[src/i2cbm_pkg.sv]
// Package with the phase type, opcodes and counter sizes of the I2C byte master.
package i2cbm_pkg;

	localparam int CNT_W = 16;
	localparam logic [CNT_W-1:0] CNT_MAX = {CNT_W{1'b1}};
	localparam logic [3:0] BITS_PER_BYTE = 4'd8;

	localparam logic [1:0] OP_START = 2'd0;
	localparam logic [1:0] OP_STOP  = 2'd1;
	localparam logic [1:0] OP_WRITE = 2'd2;
	localparam logic [1:0] OP_READ  = 2'd3;

	typedef enum logic [3:0] {
		PH_IDLE      = 4'd0,
		PH_START1    = 4'd1,
		PH_START2    = 4'd2,
		PH_START3    = 4'd3,
		PH_STOP1     = 4'd4,
		PH_STOP2     = 4'd5,
		PH_STOP3     = 4'd6,
		PH_WR_LOW    = 4'd7,
		PH_WR_HIGH   = 4'd8,
		PH_ACK_LOW   = 4'd9,
		PH_ACK_HIGH  = 4'd10,
		PH_TAIL      = 4'd11,
		PH_RD_LOW    = 4'd12,
		PH_RD_HIGH   = 4'd13,
		PH_MACK_LOW  = 4'd14,
		PH_MACK_HIGH = 4'd15
	} phase_t;

endpackage

[src/i2c_byte_master.sv]
// Top level of the I2C byte master: tick input register, bus sequencer and result register.
//
//   channel | signals                                         | direction
//   in      | in_valid, in_ready, cmd_valid, opcode, tx_byte, | beat in, one bus tick
//           | sda_in                                          |
//   out     | out_valid, out_ready, scl_out, sda_out,         | beat out, one per tick
//           | busy_res, done_res, rx_byte                     |
//   cfg     | cfg_we, cfg_wdata                               | half-period write
//
// Each input beat is one bus tick and yields one output beat, by way of the input register
// and then the result register. A new beat is taken in every cycle while the output does not
// stall; the sequencer state advances as a beat moves from the input register into the result
// register. A stall on the output holds both registers and the sequencer state.
// Reset returns the sequencer to idle with both lines released and the half period at 250.
module i2c_byte_master import i2cbm_pkg::*; (
	input  logic             clk,
	input  logic             arst_n,
	input  logic             in_valid,
	output logic             in_ready,
	input  logic             cmd_valid,
	input  logic [1:0]       opcode,
	input  logic [7:0]       tx_byte,
	input  logic             sda_in,
	input  logic             cfg_we,
	input  logic [CNT_W-1:0] cfg_wdata,
	output logic             out_valid,
	input  logic             out_ready,
	output logic             scl_out,
	output logic             sda_out,
	output logic             busy_res,
	output logic             done_res,
	output logic [7:0]       rx_byte
);

	logic             valid_s1;
	logic             cmd_valid_s1;
	logic [1:0]       opcode_s1;
	logic [7:0]       tx_byte_s1;
	logic             sda_in_s1;

	logic [CNT_W-1:0] half_period_q;
	phase_t           phase_q, phase_n;
	logic [3:0]       bit_count_q, bit_count_n;
	logic [7:0]       shift_q, shift_n;
	logic [CNT_W-1:0] tick_q, tick_n;
	logic             scl_q, scl_n;
	logic             sda_q, sda_n;
	logic [7:0]       received_q, received_n;
	logic             done_n;

	logic             out_valid_q;
	logic             step;
	logic             ent;
	phase_t           ent_ph;
	logic [CNT_W-1:0] period;
	logic [CNT_W-1:0] tick_inc;

	assign step     = valid_s1 && (!out_valid_q || out_ready);
	assign in_ready = !valid_s1 || step;
	assign out_valid = out_valid_q;
	assign period   = (half_period_q == '0) ? {{(CNT_W-1){1'b0}}, 1'b1} : half_period_q;
	assign tick_inc = (tick_q < CNT_MAX) ? tick_q + 1'b1 : tick_q;

	always_ff @(posedge clk or negedge arst_n) begin
		if (!arst_n) begin
			half_period_q <= CNT_W'(250);
		end else if (cfg_we) begin
			half_period_q <= cfg_wdata;
		end
	end

	always_ff @(posedge clk or negedge arst_n) begin
		if (!arst_n) begin
			valid_s1 <= 1'b0;
		end else if (in_ready) begin
			valid_s1 <= in_valid;
		end
	end

	always_ff @(posedge clk) begin
		if (in_ready && in_valid) begin
			cmd_valid_s1 <= cmd_valid;
			opcode_s1    <= opcode;
			tx_byte_s1   <= tx_byte;
			sda_in_s1    <= sda_in;
		end
	end

	always_comb begin
		phase_n     = phase_q;
		bit_count_n = bit_count_q;
		shift_n     = shift_q;
		tick_n      = tick_q;
		scl_n       = scl_q;
		sda_n       = sda_q;
		received_n  = received_q;
		done_n      = 1'b0;
		ent         = 1'b0;
		ent_ph      = PH_IDLE;

		if (phase_q == PH_IDLE) begin
			if (cmd_valid_s1) begin
				bit_count_n = '0;
				ent         = 1'b1;
				unique case (opcode_s1)
					OP_START: ent_ph = PH_START1;
					OP_STOP:  ent_ph = PH_STOP1;
					OP_WRITE: begin
						shift_n = tx_byte_s1;
						ent_ph  = PH_WR_LOW;
					end
					default: begin
						shift_n = '0;
						ent_ph  = PH_RD_LOW;
					end
				endcase
			end
		end else begin
			tick_n = tick_inc;
			if (tick_inc >= period) begin
				if (phase_q == PH_ACK_HIGH && sda_in_s1) begin
					tick_n = period;
				end else begin
					ent = 1'b1;
					unique case (phase_q)
						PH_START1:   ent_ph = PH_START2;
						PH_START2:   ent_ph = PH_START3;
						PH_START3: begin
							ent   = 1'b0;
							scl_n = 1'b0;
						end
						PH_STOP1:    ent_ph = PH_STOP2;
						PH_STOP2:    ent_ph = PH_STOP3;
						PH_WR_LOW:   ent_ph = PH_WR_HIGH;
						PH_WR_HIGH: begin
							shift_n     = {shift_q[6:0], 1'b0};
							bit_count_n = bit_count_q + 1'b1;
							ent_ph      = (bit_count_n >= BITS_PER_BYTE) ? PH_ACK_LOW : PH_WR_LOW;
						end
						PH_ACK_LOW:  ent_ph = PH_ACK_HIGH;
						PH_ACK_HIGH: ent_ph = PH_TAIL;
						PH_RD_LOW:   ent_ph = PH_RD_HIGH;
						PH_RD_HIGH: begin
							shift_n     = {shift_q[6:0], sda_in_s1};
							bit_count_n = bit_count_q + 1'b1;
							if (bit_count_n >= BITS_PER_BYTE) begin
								received_n = shift_n;
								ent_ph     = PH_MACK_LOW;
							end else begin
								ent_ph = PH_RD_LOW;
							end
						end
						PH_MACK_LOW:  ent_ph = PH_MACK_HIGH;
						PH_MACK_HIGH: ent_ph = PH_TAIL;
						default:      ent = 1'b0;
					endcase
					if (!ent) begin
						phase_n = PH_IDLE;
						tick_n  = '0;
						done_n  = 1'b1;
					end
				end
			end
		end

		if (ent) begin
			phase_n = ent_ph;
			tick_n  = '0;
			unique case (ent_ph)
				PH_START1:    sda_n = 1'b1;
				PH_START2:    scl_n = 1'b1;
				PH_START3:    sda_n = 1'b0;
				PH_STOP1: begin
					scl_n = 1'b0;
					sda_n = 1'b0;
				end
				PH_STOP2:     scl_n = 1'b1;
				PH_STOP3:     sda_n = 1'b1;
				PH_WR_LOW: begin
					scl_n = 1'b0;
					sda_n = shift_n[7];
				end
				PH_WR_HIGH:   scl_n = 1'b1;
				PH_ACK_LOW: begin
					scl_n = 1'b0;
					sda_n = 1'b1;
				end
				PH_ACK_HIGH:  scl_n = 1'b1;
				PH_TAIL:      scl_n = 1'b0;
				PH_RD_LOW: begin
					scl_n = 1'b0;
					sda_n = 1'b1;
				end
				PH_RD_HIGH:   scl_n = 1'b1;
				PH_MACK_LOW: begin
					scl_n = 1'b0;
					sda_n = 1'b0;
				end
				PH_MACK_HIGH: scl_n = 1'b1;
				default: ;
			endcase
		end
	end

	always_ff @(posedge clk or negedge arst_n) begin
		if (!arst_n) begin
			phase_q     <= PH_IDLE;
			bit_count_q <= '0;
			shift_q     <= '0;
			tick_q      <= '0;
			scl_q       <= 1'b1;
			sda_q       <= 1'b1;
			received_q  <= '0;
			out_valid_q <= 1'b0;
		end else begin
			if (step) begin
				phase_q     <= phase_n;
				bit_count_q <= bit_count_n;
				shift_q     <= shift_n;
				tick_q      <= tick_n;
				scl_q       <= scl_n;
				sda_q       <= sda_n;
				received_q  <= received_n;
				out_valid_q <= 1'b1;
			end else if (out_ready) begin
				out_valid_q <= 1'b0;
			end
		end
	end

	always_ff @(posedge clk) begin
		if (step) begin
			done_res <= done_n;
		end
	end

	assign scl_out  = scl_q;
	assign sda_out  = sda_q;
	assign busy_res = (phase_q != PH_IDLE);
	assign rx_byte  = received_q;

	// A completion beat always reports the sequencer as idle.
	assert property (@(posedge clk) disable iff (!arst_n)
		out_valid && done_res |-> !busy_res)
		else $error("done beat while still busy");

	// Each step of the sequencer delivers a result beat in the next cycle.
	assert property (@(posedge clk) disable iff (!arst_n)
		step |=> out_valid)
		else $error("sequencer step without result beat");

	// SCL is released throughout the acknowledge wait.
	assert property (@(posedge clk) disable iff (!arst_n)
		phase_q == PH_ACK_HIGH |-> scl_q)
		else $error("SCL low during acknowledge wait");

	// The phase counter never runs past the effective half period while busy, unless the half period was just rewritten.
	assert property (@(posedge clk) disable iff (!arst_n)
		phase_q != PH_IDLE |-> tick_q <= period || $past(cfg_we))
		else $error("phase counter beyond half period");

endmodule

[config.mk]
export PLATFORM = sky130hd
export DESIGN_NAME = i2c_byte_master
export DESIGN_NICKNAME = d
export VERILOG_FILES = /design/src/i2cbm_pkg.sv /design/src/i2c_byte_master.sv
export SDC_FILE = /design/constraint.sdc
export NUM_CORES = 1
export LEC_CHECK = 0
export BUFFER_PORTS_ARGS = -buffer_cell sky130_fd_sc_hd__clkbuf_2
export CAP_MARGIN = 20
export CORE_AREA = 2 2 81 99
export CTS_BUF_LIST = sky130_fd_sc_hd__clkbuf_16
export CTS_CLUSTER_DIAMETER = 40
export CTS_CLUSTER_SIZE = 24
export DETAILED_ROUTE_END_ITERATION = 12
export DIE_AREA = 0 0 83 101
export GPL_TIMING_DRIVEN = 0
export PLACE_DENSITY = 0.79
export SETUP_SLACK_MARGIN = 0.05
export SLEW_MARGIN = 20
export SYNTH_ARGS = -nofsm -noshare
export SYNTH_HDL_FRONTEND = slang
export SYNTH_SLANG_ARGS = --single-unit
[constraint.sdc]
create_clock -name clk -period 4.9 [get_ports clk]
set_input_delay 0.49 -clock clk [delete_from_list [all_inputs] [get_ports clk]]
set_output_delay 0.49 -clock clk [all_outputs]
set_load 0.03 [all_outputs]
[Word-level counts from Yosys, hierarchy flattened]
Index checks and enable logic that the tools add are counted.
Word-level totals
  register bits after elaboration: 73
  input port bits: 33
  output and inout bits: 14
  word-level logic and storage cells: 141
Operators by class
  add/sub/neg operators: 2
  order comparisons: 3
  equal/unequal tests: 36
  muxes and demuxes: 49
  bitwise gates (word level): 3
  reduce and logical (&&, ||, !) cells: 32
Operators by type and width (number)
  2-to-1 mux 16 bit: 7
  == test 4 bit, second input constant: 15
  2-to-1 mux 4 bit: 15
  case mux 4 bit (11 select lines): 1
  2-to-1 mux 8 bit: 4
  case mux 8 bit (2 select lines): 2
  == test 4 x 3 -> 1 bit, second input constant: 7
  adder 16 x 1 -> 16 bit, second input constant: 1
  == test 4 x 2 -> 1 bit, second input constant: 4
  greater-or-equal comparator 16 bit: 1
  zero test 16 bit: 1
  less-than comparator 16 bit, second input constant: 1
  2-to-1 mux 1 bit: 16
  inequality test 2 bit, second input constant: 6
  case mux 4 bit (3 select lines): 1
  AND reduction 6 bit: 2
  OR reduction 12 bit: 1
  OR reduction 6 bit: 2
  AND reduction 5 bit: 2
  == test 4 x 1 -> 1 bit, second input constant: 2
  nonzero test 2 bit: 4
  nonzero test 3 bit: 2
  OR reduction 2 bit: 3
  OR reduction 3 bit: 2
  other kinds (17): 23

[Depth between registers and ports, before layout]
  depth in word-level cells: 11
  gate-level depth with buffers: 17
  mapped depth without buffers: 16

[Least setup slack after synthesis]
No wires, ideal clock.
  path type: register to register
  start: register tick_q[6]
  end: register received_q[0], in the netlist rx_byte[0]
  library setup time: 0.125 ns
  arrival time: 3.937 ns
  data required time: 4.775 ns
  setup slack: 0.838 ns
  cell stages (with the launch flop): 17
  path buffers: 1
  period minus slack after synthesis: 4.062 ns
  cells stage by stage: dfrtp_1 -> clkbuf_1 -> and4_1 -> and3_1 -> nand4_1 -> nand2b_1 -> or3_1 -> xnor2_1 -> ha_1 -> a21o_1 -> a21o_1 -> a2111oi_4 -> a21o_4 -> nand2_1 -> and4_1 -> nand3_2 -> mux2_2
On the way
  longest elaborated chain between the ends: 4
  elaborated cells on any way between the ends: 5
  classes of those cells: 1 x add/sub; 2 x order compare; 1 x mux; 1 x reduce/logical
RTL lines
  start, declared: RTL line i2c_byte_master.sv:45  | logic [CNT_W-1:0] tick_q, tick_n;
  start signal, assigned: RTL line i2c_byte_master.sv:220  | tick_q <= tick_n;
  adder 16 x 1 -> 16 bit / less-than comparator 16 bit (equally long branches): RTL line i2c_byte_master.sv:62  | assign tick_inc = (tick_q < CNT_MAX) ? tick_q + 1'b1 : tick_q;
  2-to-1 mux 16 bit (*): RTL line i2c_byte_master.sv:62
  greater-or-equal comparator 16 bit (*): RTL line i2c_byte_master.sv:120  | if (tick_inc >= period) begin
  AND reduction 6 bit (no line) (*)
  end signal, assigned: RTL line i2c_byte_master.sv:223  | received_q <= received_n;
  end, declared: RTL line i2c_byte_master.sv:48  | logic [7:0] received_q, received_n;
Mark *: on every way between the ends. The rest lies on a longest branch, timed or not.
A chain may end at the register's enable or synchronous reset.

[Worst setup path after layout]
  start: register tick_q[6]
  end: register tick_q[6]
On the way
  longest elaborated chain between the ends: 7
  elaborated cells on any way between the ends: 13
  classes of those cells: 1 x add/sub; 2 x order compare; 1 x eq/ne; 8 x mux; 1 x reduce/logical
RTL lines (RTL line)
  adder 16 x 1 -> 16 bit / less-than comparator 16 bit (equally long branches): i2c_byte_master.sv:62
  2-to-1 mux 16 bit (*): i2c_byte_master.sv:62
  greater-or-equal comparator 16 bit / 2-to-1 mux 16 bit (equally long branches): i2c_byte_master.sv:120, i2c_byte_master.sv:157
  2-to-1 mux 1 bit / 2-to-1 mux 16 bit (equally long branches): i2c_byte_master.sv:120, i2c_byte_master.sv:121
  2-to-1 mux 1 bit / 2-to-1 mux 16 bit (equally long branches): i2c_byte_master.sv:101, i2c_byte_master.sv:120
  inequality test 2 bit (no line) / 2-to-1 mux 16 bit (equally long branches)
  AND reduction 2 bit (no line) / 2-to-1 mux 16 bit (equally long branches)
Mark *: on every way between the ends. The rest lies on a longest branch, timed or not. The select of a mux whose other input is x is not followed.

==> metrics.log <==
[metrics] post-layout min period: 4.67 ns
[metrics] clk_lat worst skew: 0.33 ns
[metrics] type of destination of the critical path: flop
[metrics] Fillers: 595
[metrics] unrepaired setup endpoints after global routing: no
[metrics] Avg WL per Cell: 17.6 µm
[metrics] crit-path max FO: 10
[metrics] number of antenna violations at the first check in global routing: 0
[metrics] Synth top area share: 30.4%
[metrics] layout cells sized above 1: 22.1%
[metrics] worst relative slew slack: 41.1%
[metrics] post-synthesis net count: 501
[metrics] number of placement rows: 35
[metrics] data required time of the critical path: 5.15 ns
[metrics] Synth area leaders: dfrtp_1 (30%), edfxtp_1 (9.1%), ha_1 (5.3%)
[metrics] core region area: 0.00749 mm²
[metrics] Peak VDD IR: 242 µV
[metrics] Initial DRT Pass Iterations: 5
[metrics] sequential fraction of the synthesis area: 44.5%
[metrics] Clock transition at path regs: 0.06 ns
[metrics] post-DP HPWL: 7.66 mm
[metrics] Netlist Area Pre-Place: 0.00428 mm²
[metrics] H-tree levels: 3
[metrics] kind of critical path: flop to flop
[metrics] maximum capacitance violations: 0
[metrics] net count of the finished layout: 562
[metrics] global-route wire length before repair: 17.4 mm
[metrics] Detailed Route WL: 10.7 mm
[metrics] number of setup violations in the final report: 0
[metrics] DRC marker count from the first detailed-route iteration: 295
[metrics] FFs w/ async S/R, synth: 82.2%
[metrics] antenna diode instance count: 0
[metrics] count of input and output buffers: 46
[metrics] number of global-route vias before repair: 3768
[metrics] flop and latch count out of synthesis: 73
[metrics] area growth from synthesis to layout: 16.9%
[metrics] Final Hold Violating Endpoints: 0
[metrics] number of buffers added by the clock tree synthesis step: 9
[metrics] worst clock skew: 0.00537 ns
[metrics] most used flip-flop cell after synthesis: dfrtp_1
[metrics] horizontal die dimension: 83 µm
[metrics] root buffer cell: clkbuf_16
[metrics] kind of start point of the critical path: flop
[metrics] sinks on the clock net: 73
[metrics] clock tree from TritonCTS: built
[metrics] placed cell count: 589
[metrics] final RePlAce weighted congestion: 0.970
[metrics] Remaining DRCs: 0
[metrics] worst hold-check slack: 0.0497 ns
[metrics] combined global-route utilization of all metal layers: 26.1%
[metrics] gate count of the mapped netlist: 450
[metrics] critical path arrival: 4.92 ns
[metrics] aggregate global routing overflow: 0
[metrics] top-level I/O count: 47
[metrics] EDFF count, synth: 13
[metrics] Fmax: 0.214 GHz
[metrics] Final Cell Area: 0.00500 mm²
[metrics] HP Class: primary input to asynchronous set/reset pin
[metrics] Lkg Pwr: 2.22 nW
[metrics] Layout Cells excl Fill: 608
[metrics] count of synthesis-stage warnings from yosys: 0
[metrics] power density over cell area: 444 mW/mm²
[metrics] setup_tns: 0 ns
[metrics] run status: completed
[metrics] unique cell type count in the Yosys netlist: 66
[metrics] number of routed nets with antenna violations: 0
[metrics] via count of the routed design: 3747
[metrics] die area: 0.00838 mm²
[metrics] cell taking the most area after synthesis: dfrtp_1
[metrics] initial cell density of the core: 57.1%
[metrics] floorplan die height: 101 µm
[metrics] Clock Tree Buf Depth: 2
[metrics] pin count of the biggest net entering global routing: 46
[metrics] final clock period utilization by the worst path: 95.4%
[metrics] number of pins with negative max-slew slack in the final report: 0
[metrics] transition time at the pin with the least slew margin: 0.878 ns
[metrics] placed standard-cell area: 0.00465 mm²
[metrics] average vias per placed instance: 6.16
[metrics] Avg Cell Area, Syn: 9.50 µm²
[repair_timing]
action | 4_1_cts | 5_1_grt
endpoints found under the hold margin | 0 | 0
setup endpoints to repair | 11 | 33
setup buffers | 0 | 3
pin swaps | 0 | 1
hold buffers | 0 | 0
gates resized for setup | 2 | 2
[critical path: stages (launching register included)]
cell	delay, ns
dfrtp_1	0.36
clkbuf_1	0.18
and4_1	0.26
and3_1	0.24
nand4_1	0.13
buf_4	0.18
nand2b_4	0.09
or3_1	0.39
xnor2_1	0.23
ha_1	0.28
a21o_1	0.16
a21o_1	0.19
a2111oi_4	0.53
a21o_4	0.25
a21oi_1	0.10
or3_1	0.34
clkbuf_1	0.21
buf_2	0.25
o22ai_1	0.20
[cell families (layout without fill, tap and decap cells)]
| kind of cell | Yosys count | count (layout) | share of synthesized area [%] |
|---|---|---|---|
| AOI/OAI and AO/OA | 136 | 136 | 21.5 |
| xor gates and xnor gates | 15 | 15 | 3.07 |
| adders and majority gates | 18 | 18 | 5.27 |
| buffers and inverters | 47 | 113 | 5.09 |
| DFF | 73 | 73 | 44.5 |
| muxes | 14 | 14 | 3.63 |
| and+or+nand+nor | 147 | 147 | 17.0 |
[synth_stat cells (4+ instances only)]
| library cell | n |
|---|---|
| nor2_1 | 32 |
| clkbuf_1 | 8 |
| o21a_1 | 4 |
| nor4_1 | 4 |
| nand4_1 | 6 |
| o22ai_1 | 6 |
| nand2_1 | 56 |
| a22oi_1 | 22 |
| dfrtp_1 | 52 |
| a21oi_1 | 25 |
| buf_6 | 4 |
| o21ai_1 | 19 |
| nor3_1 | 7 |
| nand2b_1 | 5 |
| a31oi_1 | 7 |
| xor2_1 | 6 |
| edfxtp_1 | 13 |
| inv_1 | 26 |
| mux2_2 | 12 |
| xnor2_1 | 9 |
| nand3_1 | 12 |
| ha_1 | 18 |
| dfstp_2 | 8 |
| buf_2 | 6 |
| o21ai_0 | 25 |
[worst paths after layout]
kind | cells past startpoint | to | from | slack [ns]
max | 18 | tick_q[6]$_DFFE_PN0P_ | tick_q[6]$_DFFE_PN0P_ | 0.23
max reg2reg | 18 | tick_q[6]$_DFFE_PN0P_ | tick_q[6]$_DFFE_PN0P_ | 0.23
min | 1 | half_period_q[8]$_DFFE_PN0P_ | arst_n | 0.05
min in group clk | 1 | cmd_valid_s1$_DFFE_PP_ | cmd_valid | 0.33
min reg2reg | 2 | scl_out$_DFFE_PN1P_ | scl_out$_DFFE_PN1P_ | 0.48
max in group asynchronous | 2 | half_period_q[1]$_DFFE_PN1P_ | arst_n | 4.29
[layer usage]
metal	GRT usage, %	wire length [µm]	up-vias
met5	0	0	-
met4	13.2	387	0
met3	4.91	650	32
met2	47.2	5530	164
met1	29.6	4130	1791
li1	-	-	1760
[sequential cells by signal, indices dropped and copies added, names as in the netlist]
register,count
scl_out,1
done_res,1
bit_count_q,4
tick_q,16
opcode_s1,2
sda_out,1
cmd_valid_s1,1
rx_byte,8
half_period_q,16
valid_s1,1
shift_q,8
sda_in_s1,1
phase_q,4
tx_byte_s1,8
out_valid,1
[per-stage QoR]
step	worst slack [ns]	util [%]	power, W
detailed placement	0.0618	62.1	0.00152
CTS	0.0690	66.3	0.00221
floorplan	0.838	-	0.00133
global placement	0.167	61.7	0.00149
global route	0.0302	66.8	0.00233
finish	0.228	66.8	0.00222
[power breakdown]
group	internal [W]	leakage (nW)	total (W)	switching, W
Combinational	0.000281	1.18	0.000753	0.000472
Sequential	0.000711	0.890	0.000780	0.0000694
Clock	0.000404	0.149	0.000686	0.000282
[cells in the final DEF (no fill, tap or decap), types with 7 or more instances in the layout]
cell type and instances:
o21ai_0 25, dfstp_2 8, edfxtp_1 13, inv_1 26, clkbuf_16 9, nand2_1 56
mux2_2 12, xnor2_1 9, a31oi_1 7, o21ai_1 19, dfrtp_1 52, nor3_1 7
clkbuf_2 46, nand3_1 12, a21oi_1 25, nor2_1 31, a22oi_1 22, clkbuf_1 7
ha_1 18
[area by class of cell]
type,instances,area [µm²],area share (%)
timing repair buffer,50,283,5.66
buffer,20,118,2.35
inverter,27,101,2.03
sequential,73,1900,38.0
tap,92,115,2.30
multi-input combinational,330,2170,43.4
clock inverter,7,83.8,1.68
clock buffer,9,225,4.50
Power figures use the tool's default switching activity.
